## src/design/bounded_set_table_assert.svh

```systemverilog
// Assertion macros for the bounded set table.
// Every check is clocked on clk and held off while arst_n is low.
`ifndef BOUNDED_SET_TABLE_ASSERT_SVH
`define BOUNDED_SET_TABLE_ASSERT_SVH

// Property that must hold at every clock edge.
`define BST_ASSERT(lbl, prop, msg) \
	lbl: assert property (@(posedge clk) disable iff (!arst_n) (prop)) else $error(msg);

// A condition at one edge forces an outcome at the next.
`define BST_ASSERT_NEXT(lbl, cond, nxt, msg) \
	lbl: assert property (@(posedge clk) disable iff (!arst_n) (cond) |=> (nxt)) else $error(msg);

`endif

```

## src/design/bst_pkg.sv

```systemverilog
package bst_pkg;

	localparam int OPCODE_W = 2;
	localparam int ELEM_W = 32;
	localparam int COUNT_W = 7;
	localparam int CAPACITY_DEF = 64;

	localparam logic [OPCODE_W-1:0] OP_ADD = 2'd0;
	localparam logic [OPCODE_W-1:0] OP_REMOVE = 2'd1;
	localparam logic [OPCODE_W-1:0] OP_SEARCH = 2'd2;

	// Lookup token walking down the cell chain.
	typedef struct packed {
		logic vld;
		logic [OPCODE_W-1:0] op;
		logic [ELEM_W-1:0] value;
		logic found;
	} bst_token_t;

endpackage

```

## src/design/bst_cell.sv

```systemverilog
module bst_cell #(
	parameter int CNT_W = 7,
	parameter int INDEX = 0
) (
	input logic clk,
	input logic arst_n,
	input logic [CNT_W-1:0] count,
	input bst_pkg::bst_token_t tok_in,
	output bst_pkg::bst_token_t tok_out,
	input logic [bst_pkg::ELEM_W-1:0] next_entry,
	output logic [bst_pkg::ELEM_W-1:0] entry
);

	localparam logic [CNT_W-1:0] IDX = CNT_W'(INDEX);

	logic [bst_pkg::ELEM_W-1:0] entry_q;
	bst_pkg::bst_token_t tok_q;
	bst_pkg::bst_token_t tok_nxt;
	logic live;
	logic hit;
	logic add_wr;
	logic shift_dn;

	assign live = IDX < count;
	assign hit = tok_in.vld && live && (entry_q == tok_in.value);
	// first free slot takes a new value if nobody upstream holds it
	assign add_wr = tok_in.vld && (tok_in.op == bst_pkg::OP_ADD) && !tok_in.found
		&& (IDX == count);
	// at and after the removed slot every entry pulls from its neighbor
	assign shift_dn = tok_in.vld && (tok_in.op == bst_pkg::OP_REMOVE) && (tok_in.found || hit);

	always_comb begin
		tok_nxt = tok_in;
		tok_nxt.found = tok_in.found || hit;
	end

	always_ff @(posedge clk) begin
		if (add_wr) begin
			entry_q <= tok_in.value;
		end else if (shift_dn) begin
			entry_q <= next_entry;
		end
	end

	always_ff @(posedge clk or negedge arst_n) begin
		if (!arst_n) begin
			tok_q <= '0;
		end else begin
			tok_q <= tok_nxt;
		end
	end

	assign tok_out = tok_q;
	assign entry = entry_q;

endmodule

```

## config.mk

```make
export PLATFORM = sky130hd
export DESIGN_NAME = bst_cell
export DESIGN_NICKNAME = d
export VERILOG_FILES = /design/src/design/bounded_set_table_assert.svh /design/src/design/bst_pkg.sv /design/src/design/bst_cell.sv
export SDC_FILE = /design/constraint.sdc
export NUM_CORES = 1
export LEC_CHECK = 0
export BUFFER_PORTS_ARGS = -buffer_cell sky130_fd_sc_hd__clkbuf_2
export CAP_MARGIN = 30
export CORE_ASPECT_RATIO = 0.75
export CORE_MARGIN = 2
export CORE_UTILIZATION = 41
export DETAILED_ROUTE_END_ITERATION = 10
export PLACE_DENSITY = 0.78
export SLEW_MARGIN = 20
export SYNTH_ARGS = -nofsm -noshare
export SYNTH_HDL_FRONTEND = slang
export SYNTH_SLANG_ARGS = --single-unit
```

## constraint.sdc

```tcl
create_clock -name clk -period 3 [get_ports clk]
set_input_delay 0.45 -clock clk [delete_from_list [all_inputs] [get_ports clk]]
set_output_delay 0.45 -clock clk [all_outputs]
set_load 0.005 [all_outputs]
```

---- Yosys cells after proc, flatten, opt, wreduce, memory -nomap -nowiden ----
Index checks and enable logic that the tools add are counted.
word-level totals
  register bits ........................... 68
  word-level logic and storage cells ...... 22
  input port bits ......................... 77
  output and inout bits ................... 68
cells by class
  magnitude comparators ................... 1
  eq/ne operators ......................... 2
  muxes and demuxes ....................... 2
  reductions and logical operators ........ 12
operators by type and width
  operator                                                                      number
  32-bit two-way mux                                                            2
  32-bit equality test                                                          1
  1-bit logical AND                                                             7
  7-bit logical NOT                                                             1
  1-bit by 7-bit less-than comparator with 1-bit output (first input constant)  1
  2-bit by 1-bit equality test with 1-bit output (second input constant)        1
  2-bit logical NOT                                                             1
  2-bit nonzero test                                                            1
  1-bit logical NOT                                                             1
  1-bit logical OR                                                              1

---- Depth between registers and ports, before layout ----
Gate-level depths: netlist of run 1.
  depth in word-level cells ............... 7
  depth in mapped cells ................... 5
  gate-level depth less buffers ........... 5

---- Worst setup path after synthesis of run 1 ----
Ideal clock, no wire load.
  path kind ............................... input to register
  start ................................... input tok_in[28] (netlist bit)
  end ..................................... register entry_q (netlist bit entry[0]) (enable)
  slack ................................... -0.127 ns
  buffers on the path ..................... 0
  data arrival time ....................... 2.696 ns
  required time ........................... 2.569 ns
  library setup time ...................... 0.431 ns
  stages on the path ...................... 5
  cells stage by stage .................... xnor2_1 nand4_1 nor4_1 nand4_1 o211ai_1
between the ends
  word-level cells in the longest chain between the ends .. 5
RTL lines
  item                          RTL line        source
  start, declared               bst_cell.sv:8   input bst_pkg::bst_token_t tok_in,
  32-bit equality test          bst_cell.sv:25  assign hit = tok_in.vld && live && (entry_q == tok_in.value);
  1-bit logical AND             bst_cell.sv:25
  1-bit logical OR              bst_cell.sv:30  assign shift_dn = tok_in.vld && (tok_in.op == bst_pkg::OP_REMOVE) && (tok_in.found || hit);
  1-bit logical AND             bst_cell.sv:30
  2-bit nonzero test (no line)  n/a
  end signal, assigned          bst_cell.sv:39  entry_q <= tok_in.value;
  end signal, assigned          bst_cell.sv:41  entry_q <= next_entry;
  end, declared                 bst_cell.sv:16  logic [bst_pkg::ELEM_W-1:0] entry_q;
Every way passes these cells.
A chain may end at the register's enable or synchronous reset.

---- Worst setup path after layout of run 1 ----
  start ................................... register entry_q (netlist bit entry[20])
  end ..................................... register entry_q (netlist bit entry[25]) (enable)
between the ends
  word-level cells in the longest chain between the ends .. 5
RTL lines
  item                          RTL line
  32-bit equality test          bst_cell.sv:25
  1-bit logical AND             bst_cell.sv:25
  1-bit logical OR              bst_cell.sv:30
  1-bit logical AND             bst_cell.sv:30
  2-bit nonzero test (no line)  n/a
Every way passes these cells.

==> load_flow_metrics.sql, run 1 <==
INSERT INTO impl_metrics (metric_group, metric, value, unit) VALUES
('power', 'power.clock.fraction', '36.7', '%'),
('power', 'comb_power_share', '10.5', '%'),
('flow_run', 'cap_viol_max_count', '0', ''),
('route', 'drcViolationCount', '0', ''),
('cells_and_area', 'multi_input_area', '928', 'sq um'),
('synthesis', 'synth.yosys.seq_area_share', '66.5', '%'),
('timing', 'timing.setup.tns', '0', 'ns'),
('clocking', 'cts_tree', 'yes', ''),
('global_route', 'grt_overflow_total', '0', ''),
('synthesis', 'synthArstFlopShare', '52.9', '%'),
('worst_setup_path', 'kind_of_start_point_of_the_critical_path', 'flop', ''),
('die', 'die_h', '75.6', 'microns'),
('min_path', 'holdCritPathClass', 'input port to async pin', ''),
('synthesis', 'synthesis.nets', '234', ''),
('cells_and_area', 'final_net_count', '392', ''),
('worst_setup_path', 'reg_to_reg_startpoint', 'entry[20]', ''),
('synthesis', 'synth_area', '2800', 'sq um'),
('cells_and_area', 'drive_gt1_share', '62.5', '%'),
('synthesis', 'avgSynthCellArea', '17.8', 'sq um'),
('die', 'initial_core_util', '41.8', '%'),
('power', 'switching_share', '21.4', '%'),
('timing', 'final.setup_skew', '0.0113', 'ns'),
('timing', 'timing_limited_maximum_frequency', '441', 'MHz'),
('synthesis', 'synth_warnings', '0', ''),
('clocking', 'cts.root.buffer_cell', 'sky130_fd_sc_hd__clkbuf_8', ''),
('cells_and_area', 'antennaDiodeCount', '0', ''),
('timing', 'final-hold-violation-count', '0', ''),
('synthesis', 'synth.top_cells.by_count', 'sky130_fd_sc_hd__dfrtp_1, sky130_fd_sc_hd__edfxtp_1, sky130_fd_sc_hd__mux2_4, sky130_fd_sc_hd__xnor2_1, sky130_fd_sc_hd__nand4_1', ''),
('status', 'status', 'completed', ''),
('worst_setup_path', 'critical_path.max_fanout', '17', ''),
('synthesis', 'yosys-top-cells-area', 'sky130_fd_sc_hd__edfxtp_1, sky130_fd_sc_hd__dfrtp_1, sky130_fd_sc_hd__mux2_4', ''),
('route', 'routed-via-count', '1910', ''),
('clocking', 'cts_setup_buffers', '0', ''),
('place', 'dp_hpwl', '5030', 'microns'),
('clocking', 'cts_hold_repair.buffers', '0', ''),
('cells_and_area', 'area_growth_syn_to_layout', '37.8', '%'),
('timing', 'final_min_period_over_clock_period', '75.6', '%'),
('place', 'placement.io_buffers', '144', ''),
('synthesis', 'synth_largest_type_area_fraction', '34.3', '%'),
('synthesis', 'synth_enable_flop_cells', '32', ''),
('die', 'rows', '26', ''),
('power', 'cellLeakagePower', '0.00184', 'uW'),
('global_route', 'grt_first_pass_wirelength', '9960', 'microns'),
('worst_setup_path', 'worstSetupPathType', 'flop to flop', ''),
('worst_setup_path', 'worst_setup_path_end_kind', 'flop', ''),
('timing', 'final.hold.worst_slack', '0.0266', 'ns'),
('cells_and_area', 'area.sequential', '1860', 'sq um'),
('worst_setup_path', 'worst_r2r_endpoint', 'entry[25]', ''),
('route', 'detail_route.iter0.violations', '28', ''),
('synthesis', 'yosys_cell_types', '19', ''),
('synthesis', 'postSynthCellCount', '157', ''),
('route', 'drt_wl_total', '6540', 'microns'),
('synthesis', 'yosys.cell_count.top_type', 'sky130_fd_sc_hd__dfrtp_1', ''),
('cells_and_area', 'n_fill_cell', '573', ''),
('timing', 'slew_violations', '0', ''),
('power', 'sw_pwr', '420', 'uW'),
('global_route', 'grt_max_degree', '37', ''),
('clocking', 'cts_sink_cnt', '68', ''),
('route', 'detail-route-antenna-nets', '0', ''),
('worst_setup_path', 'cp.arrival', '2.27', 'ns'),
('clocking', 'number_of_clock_buffers_inserted_by_tritoncts', '9', ''),
('die', 'chipWidth', '99.5', 'microns'),
('global_route', 'antenna_violations_before_repair', '0', ''),
('power', 'finalPower', '1960', 'uW'),
('timing', 'final_setup_viols', '0', ''),
('clocking', 'clk_transition_reported_paths', '0.07', 'ns'),
('timing', 'period_minus_slack', '2.27', 'ns'),
('synthesis', 'yosys.area.top_type', 'sky130_fd_sc_hd__edfxtp_1', ''),
('die', 'io-pin-count', '145', ''),
('power', 'ir_worst_vdd', '0.236', 'mV'),
('timing', 'worstMarginPinSlew', '0.367', 'ns');
how the worst max path moves through the flow:
stage	slack, ns	endpoint	start	depth (start not counted)
final	0.73	entry[25]	entry[20]	6
after global placement	0.56	entry[8]	count[2]	7
after detailed placement	0.51	entry[22]	count[2]	7
after floorplan	-0.10	entry[0]	tok_in[18]	5
after global routing	0.51	entry[25]	entry[20]	6
after CTS	0.70	entry[25]	entry[20]	6
power groups by stage:
stage / sequential (uW) / clock [uW] / combinational, uW
2_1_floorplan: 1060 / 0 / 70.9
3_3_place_gp: 1050 / 0 / 202
3_5_place_dp: 1050 / 0 / 207
4_1_cts: 1040 / 745 / 208
5_1_grt: 1040 / 785 / 228
6_report: 1040 / 720 / 207
metrics by stage:
stage | setup slack, ns | cells
finish | 0.733 | 404
global route | 0.514 | 404
CTS | 0.697 | 403
detailed placement | 0.511 | 387
global placement | 0.563 | 387
floorplan | -0.101 | 157
final cells by class:
type / instances / share of cell area [%]
clock inverter: 2 / 0.907
timing repair buffer: 150 / 20.2
sequential: 68 / 48.2
tap: 84 / 2.72
multi-input combinational: 86 / 24.0
clock buffer: 14 / 3.95
cells by family after synthesis:
logic type	share of synthesized area, %
AOI/OAI and AO/OA	0.268
xor gates and xnor gates	10.0
muxes	16.7
DFF	66.5
buffers and inverters	1.21
and+or+nand+nor	5.32
critical path, stage by stage, from the launching register on:
cell and delay (ns):
sky130_fd_sc_hd__edfxtp_1 0.43, sky130_fd_sc_hd__xnor2_2 0.14, sky130_fd_sc_hd__nand4_1 0.15, sky130_fd_sc_hd__nor4_1 0.41, sky130_fd_sc_hd__nand4_1 0.18, sky130_fd_sc_hd__o211ai_1 0.30, sky130_fd_sc_hd__buf_4 0.32
cells in the final DEF (no fill, tap or decap), drive strengths merged, types with 2 or more instances in the layout:
cell	Yosys	routed
edfxtp	32	32
xor2	3	3
nor3	2	2
nand2	2	2
mux2	32	32
nor4	2	2
xnor2	29	29
nand4	8	8
buf	3	7
nor2	2	2
clkbuf	0	157
dfrtp	36	36
nand3	2	2
registers in the layout (all words and copies together), names as in the netlist:
| name | count |
|---|---|
| entry | 32 |
| tok_out | 36 |
metal layers:
layer  up-vias  routed length, microns  track usage (%)
li1        884                       -                -
met1       920                    2730             22.5
met4         0                      80             7.15
met2        98                    3200             29.0
met5         -                       0                0
met3         8                     519             6.97
(Power assumes the default switching activity.)
==> inputs of run 2 (changes only) <==
- clock period: 3 -> 1.8 ns (I/O delays scaled with it)
==> load_flow_metrics.sql, run 2 (synthesis gave the netlist of run 1 again) <==
INSERT INTO impl_metrics (metric_group, metric, value, unit) VALUES
('place', 'dp_hpwl', '5320', 'microns'),
('worst_setup_path', 'cpPeakStageDelay', '0.42', 'ns'),
('cells_and_area', 'final_net_count', '444', ''),
('die', 'placeableCoreArea', '6700', 'sq um'),
('global_route', 'grt_overflow_total', '0', ''),
('timing', 'period_minus_slack', '2.08', 'ns'),
('die', 'io-pin-count', '145', ''),
('cells_and_area', 'post-route-util', '65.1', '%'),
('worst_setup_path', 'path_buf_inv', '1', ''),
('die', 'initial_core_util', '41.8', '%'),
('place', 'gpl.final_weighted_congestion', '0.728', ''),
('worst_setup_path', 'critPathTopFamily', 'simple AND/OR/NAND/NOR gates', ''),
('timing', 'slew_violations', '0', ''),
('worst_setup_path', 'critical_path.most_common_cell', 'sky130_fd_sc_hd__nand4_1', ''),
('timing', 'worstMarginPinSlew', '0.480', 'ns'),
('worst_setup_path', 'r2r_setup_slack', '-0.28', 'ns'),
('worst_setup_path', 'critical_path.endpoint', 'entry[3]', ''),
('worst_setup_path', 'critical_path.max_fanout', '16', ''),
('worst_setup_path', 'critical_path_depth', '6', ''),
('worst_setup_path', 'kind_of_start_point_of_the_critical_path', 'flop', ''),
('power', 'cellLeakagePower', '0.00213', 'uW'),
('cells_and_area', 'final_cell_mix', 'sky130_fd_sc_hd__clkbuf_2, sky130_fd_sc_hd__buf_4, sky130_fd_sc_hd__dfrtp_1', ''),
('route', 'detail_route.iter0.violations', '75', ''),
('die', 'die_area', '7520', 'sq um'),
('worst_setup_path', 'cp.arrival', '2.14', 'ns'),
('timing', 'final.hold.worst_slack', '0.0561', 'ns'),
('cells_and_area', 'n_fill_cell', '513', ''),
('timing', 'final_min_period_over_clock_period', '116', '%'),
('timing', 'grt_setup_unrepaired', 'yes', ''),
('timing', 'final.setup_skew', '0.00678', 'ns'),
('route', 'dr_wl_met2', '3320', 'microns'),
('timing', 'final-hold-violation-count', '0', ''),
('clocking', 'cts.root.buffer_cell', 'sky130_fd_sc_hd__clkbuf_8', ''),
('worst_setup_path', 'setup.worst_path.start', 'entry[31]', ''),
('global_route', 'first_global_vias', '2127', ''),
('cells_and_area', 'final_design_area_no_fill', '4360', 'sq um'),
('timing', 'timing.setup.tns', '-8.51', 'ns'),
('timing', 'max-slew-margin-rel', '68.0', '%'),
('cells_and_area', 'drive_gt1_share', '67.7', '%'),
('worst_setup_path', 'r2r_cells', '6', ''),
('place', 'placement.io_buffers', '144', ''),
('power', 'power-per-cell-area', '845', 'nW/um^2'),
('global_route', 'globalRouteTotalUtil', '19.0', '%'),
('status', 'violations', 'setup timing', ''),
('worst_setup_path', 'worstSetupPathType', 'flop to flop', ''),
('timing', 'post-route-worst-setup-slack', '-0.282', 'ns'),
('route', 'post_drt_wl_per_cell', '15.2', 'microns'),
('worst_setup_path', 'critPathSlowestCell', 'sky130_fd_sc_hd__edfxtp_1', ''),
('power', 'ir_worst_vdd', '0.559', 'mV'),
('clocking', 'clk_transition_reported_paths', '0.07', 'ns'),
('worst_setup_path', 'critPathRequiredTime', '1.85', 'ns'),
('min_path', 'holdCritPathClass', 'input port to flop', ''),
('die', 'chipWidth', '99.5', 'microns'),
('clocking', 'number_of_clock_buffers_inserted_by_tritoncts', '9', ''),
('route', 'avgViaCountPerCell', '4.54', ''),
('timing', 'timing_limited_maximum_frequency', '480', 'MHz'),
('flow_run', 'cap_viol_max_count', '0', ''),
('clocking', 'htreeDepth', '3', ''),
('clocking', 'cts_tree', 'yes', ''),
('route', 'routed-via-count', '2070', ''),
('worst_setup_path', 'critical_path.cell_chain', 'xnor2_1 -> nand4_1 -> nor4_2 -> nand4_1 -> o211ai_1 -> bufbuf_16', ''),
('cells_and_area', 'post_layout_nonfiller_instances', '456', ''),
('global_route', 'grt_max_degree', '22', ''),
('place', 'placedCellCount', '434', ''),
('route', 'wl_met3', '586', 'microns'),
('cells_and_area', 'largest_register_ff_count', '36', ''),
('die', 'rows', '26', ''),
('route', 'drcViolationCount', '0', ''),
('worst_setup_path', 'worst_setup_path_end_kind', 'flop', ''),
('route', 'detail-route-antenna-nets', '0', ''),
('route', 'wl_met1', '2970', 'microns'),
('die', 'die_h', '75.6', 'microns'),
('worst_setup_path', 'worst_r2r_endpoint', 'entry[3]', ''),
('place', 'place_area', '4010', 'sq um'),
('worst_setup_path', 'reg_to_reg_startpoint', 'entry[31]', ''),
('cells_and_area', 'antennaDiodeCount', '0', ''),
('clocking', 'maximum_buffer_depth_of_the_clock_tree', '2', ''),
('timing', 'final_setup_viols', '32', ''),
('clocking', 'worst_skew_pair.late_latency', '0.34', 'ns'),
('cells_and_area', 'most_common_cell_after_layout_fill_and_taps_aside', 'sky130_fd_sc_hd__clkbuf_2', ''),
('cells_and_area', 'area_growth_syn_to_layout', '55.6', '%'),
('status', 'status', 'finished, violations left', ''),
('global_route', 'grt_first_pass_wirelength', '10600', 'microns'),
('clocking', 'cts_sink_cnt', '68', ''),
('route', 'drt_wl_total', '6940', 'microns'),
('global_route', 'antenna_violations_before_repair', '0', ''),
('route', 'route.top_layer_used', 'met4', ''),
('route', 'drt_pass_1_iters', '4', '');
==> run 2: cell types whose count changed in the layout (fill, tap and decap cells not counted), moves of 2 or more <==
cell	delta
sky130_fd_sc_hd__buf_4	+46
sky130_fd_sc_hd__clkbuf_1	-4
sky130_fd_sc_hd__xnor2_1	+3
sky130_fd_sc_hd__xnor2_2	-3
sky130_fd_sc_hd__buf_6	+2
sky130_fd_sc_hd__bufinv_16	+2
==> run 2: what timing repair did <==
action                                  in CTS  in global routing
gates resized for setup                      4                  2
endpoints found under the hold margin       17                  0
pin swaps                                    2                  0
hold buffers                                 1                  0
cloned                                       1                  1
endpoints found under the setup margin      32                 32
setup buffers                                2                  1
==> run 2: layout make-up <==
| class | count | area [sq um] | share of cell area (%) |
|---|---|---|---|
| clock buffers | 10 | 138 | 3.16 |
| clock inverters | 6 | 110 | 2.53 |
| multi-input cells | 86 | 912 | 20.9 |
| flip-flops and latches | 68 | 1860 | 42.7 |
| well taps | 84 | 105 | 2.41 |
| repair buffers | 202 | 1230 | 28.3 |
==> run 2: power breakdown <==
group / internal [uW] / switching (uW) / leakage (uW)
Combinational: 249 / 160 / 0.00130
Sequential: 1700 / 27.3 / 0.000710
Clock: 958 / 594 / 0.000121
Total: 2900 / 781 / 0.00213
==> run 2: worst reg2reg max path, delay by kind of cell, from the launching register on <==
| kind | cells | cell delay [ns] |
|---|---|---|
| and+or+nand+nor | 3 | 0.61 |
| DFF | 1 | 0.42 |
| buffers and inverters | 1 | 0.34 |
| AOI/OAI and AO/OA | 1 | 0.26 |
| xor gates and xnor gates | 1 | 0.17 |
==> run 2: worst min path at each step <==
stage / from / endpoint / depth (start not counted) / slack, ns
after floorplan: arst_n / tok_out[0] / 0 / -0.03
after global placement: arst_n / tok_out[9] / 1 / 0.24
after detailed placement: arst_n / tok_out[9] / 1 / 0.25
after CTS: tok_in[34] / tok_out[34] / 1 / 0.03
after global routing: tok_in[34] / tok_out[34] / 1 / 0.03
final: tok_in[34] / tok_out[34] / 1 / 0.06
==> run 2: per-layer routing <==
metal | vias up | GRT usage, %
li1 | 988 | -
met1 | 983 | 24.0
met2 | 94 | 30.3
met3 | 5 | 8.26
met4 | 0 | 5.78
met5 | - | 0
==> run 2: stage by stage <==
step	setup WS, ns	total power (uW)
floorplan	-1.28	1880
global placement	-0.353	2150
detailed placement	-0.401	2160
CTS	-0.317	3720
global route	-0.462	3840
finish	-0.282	3680
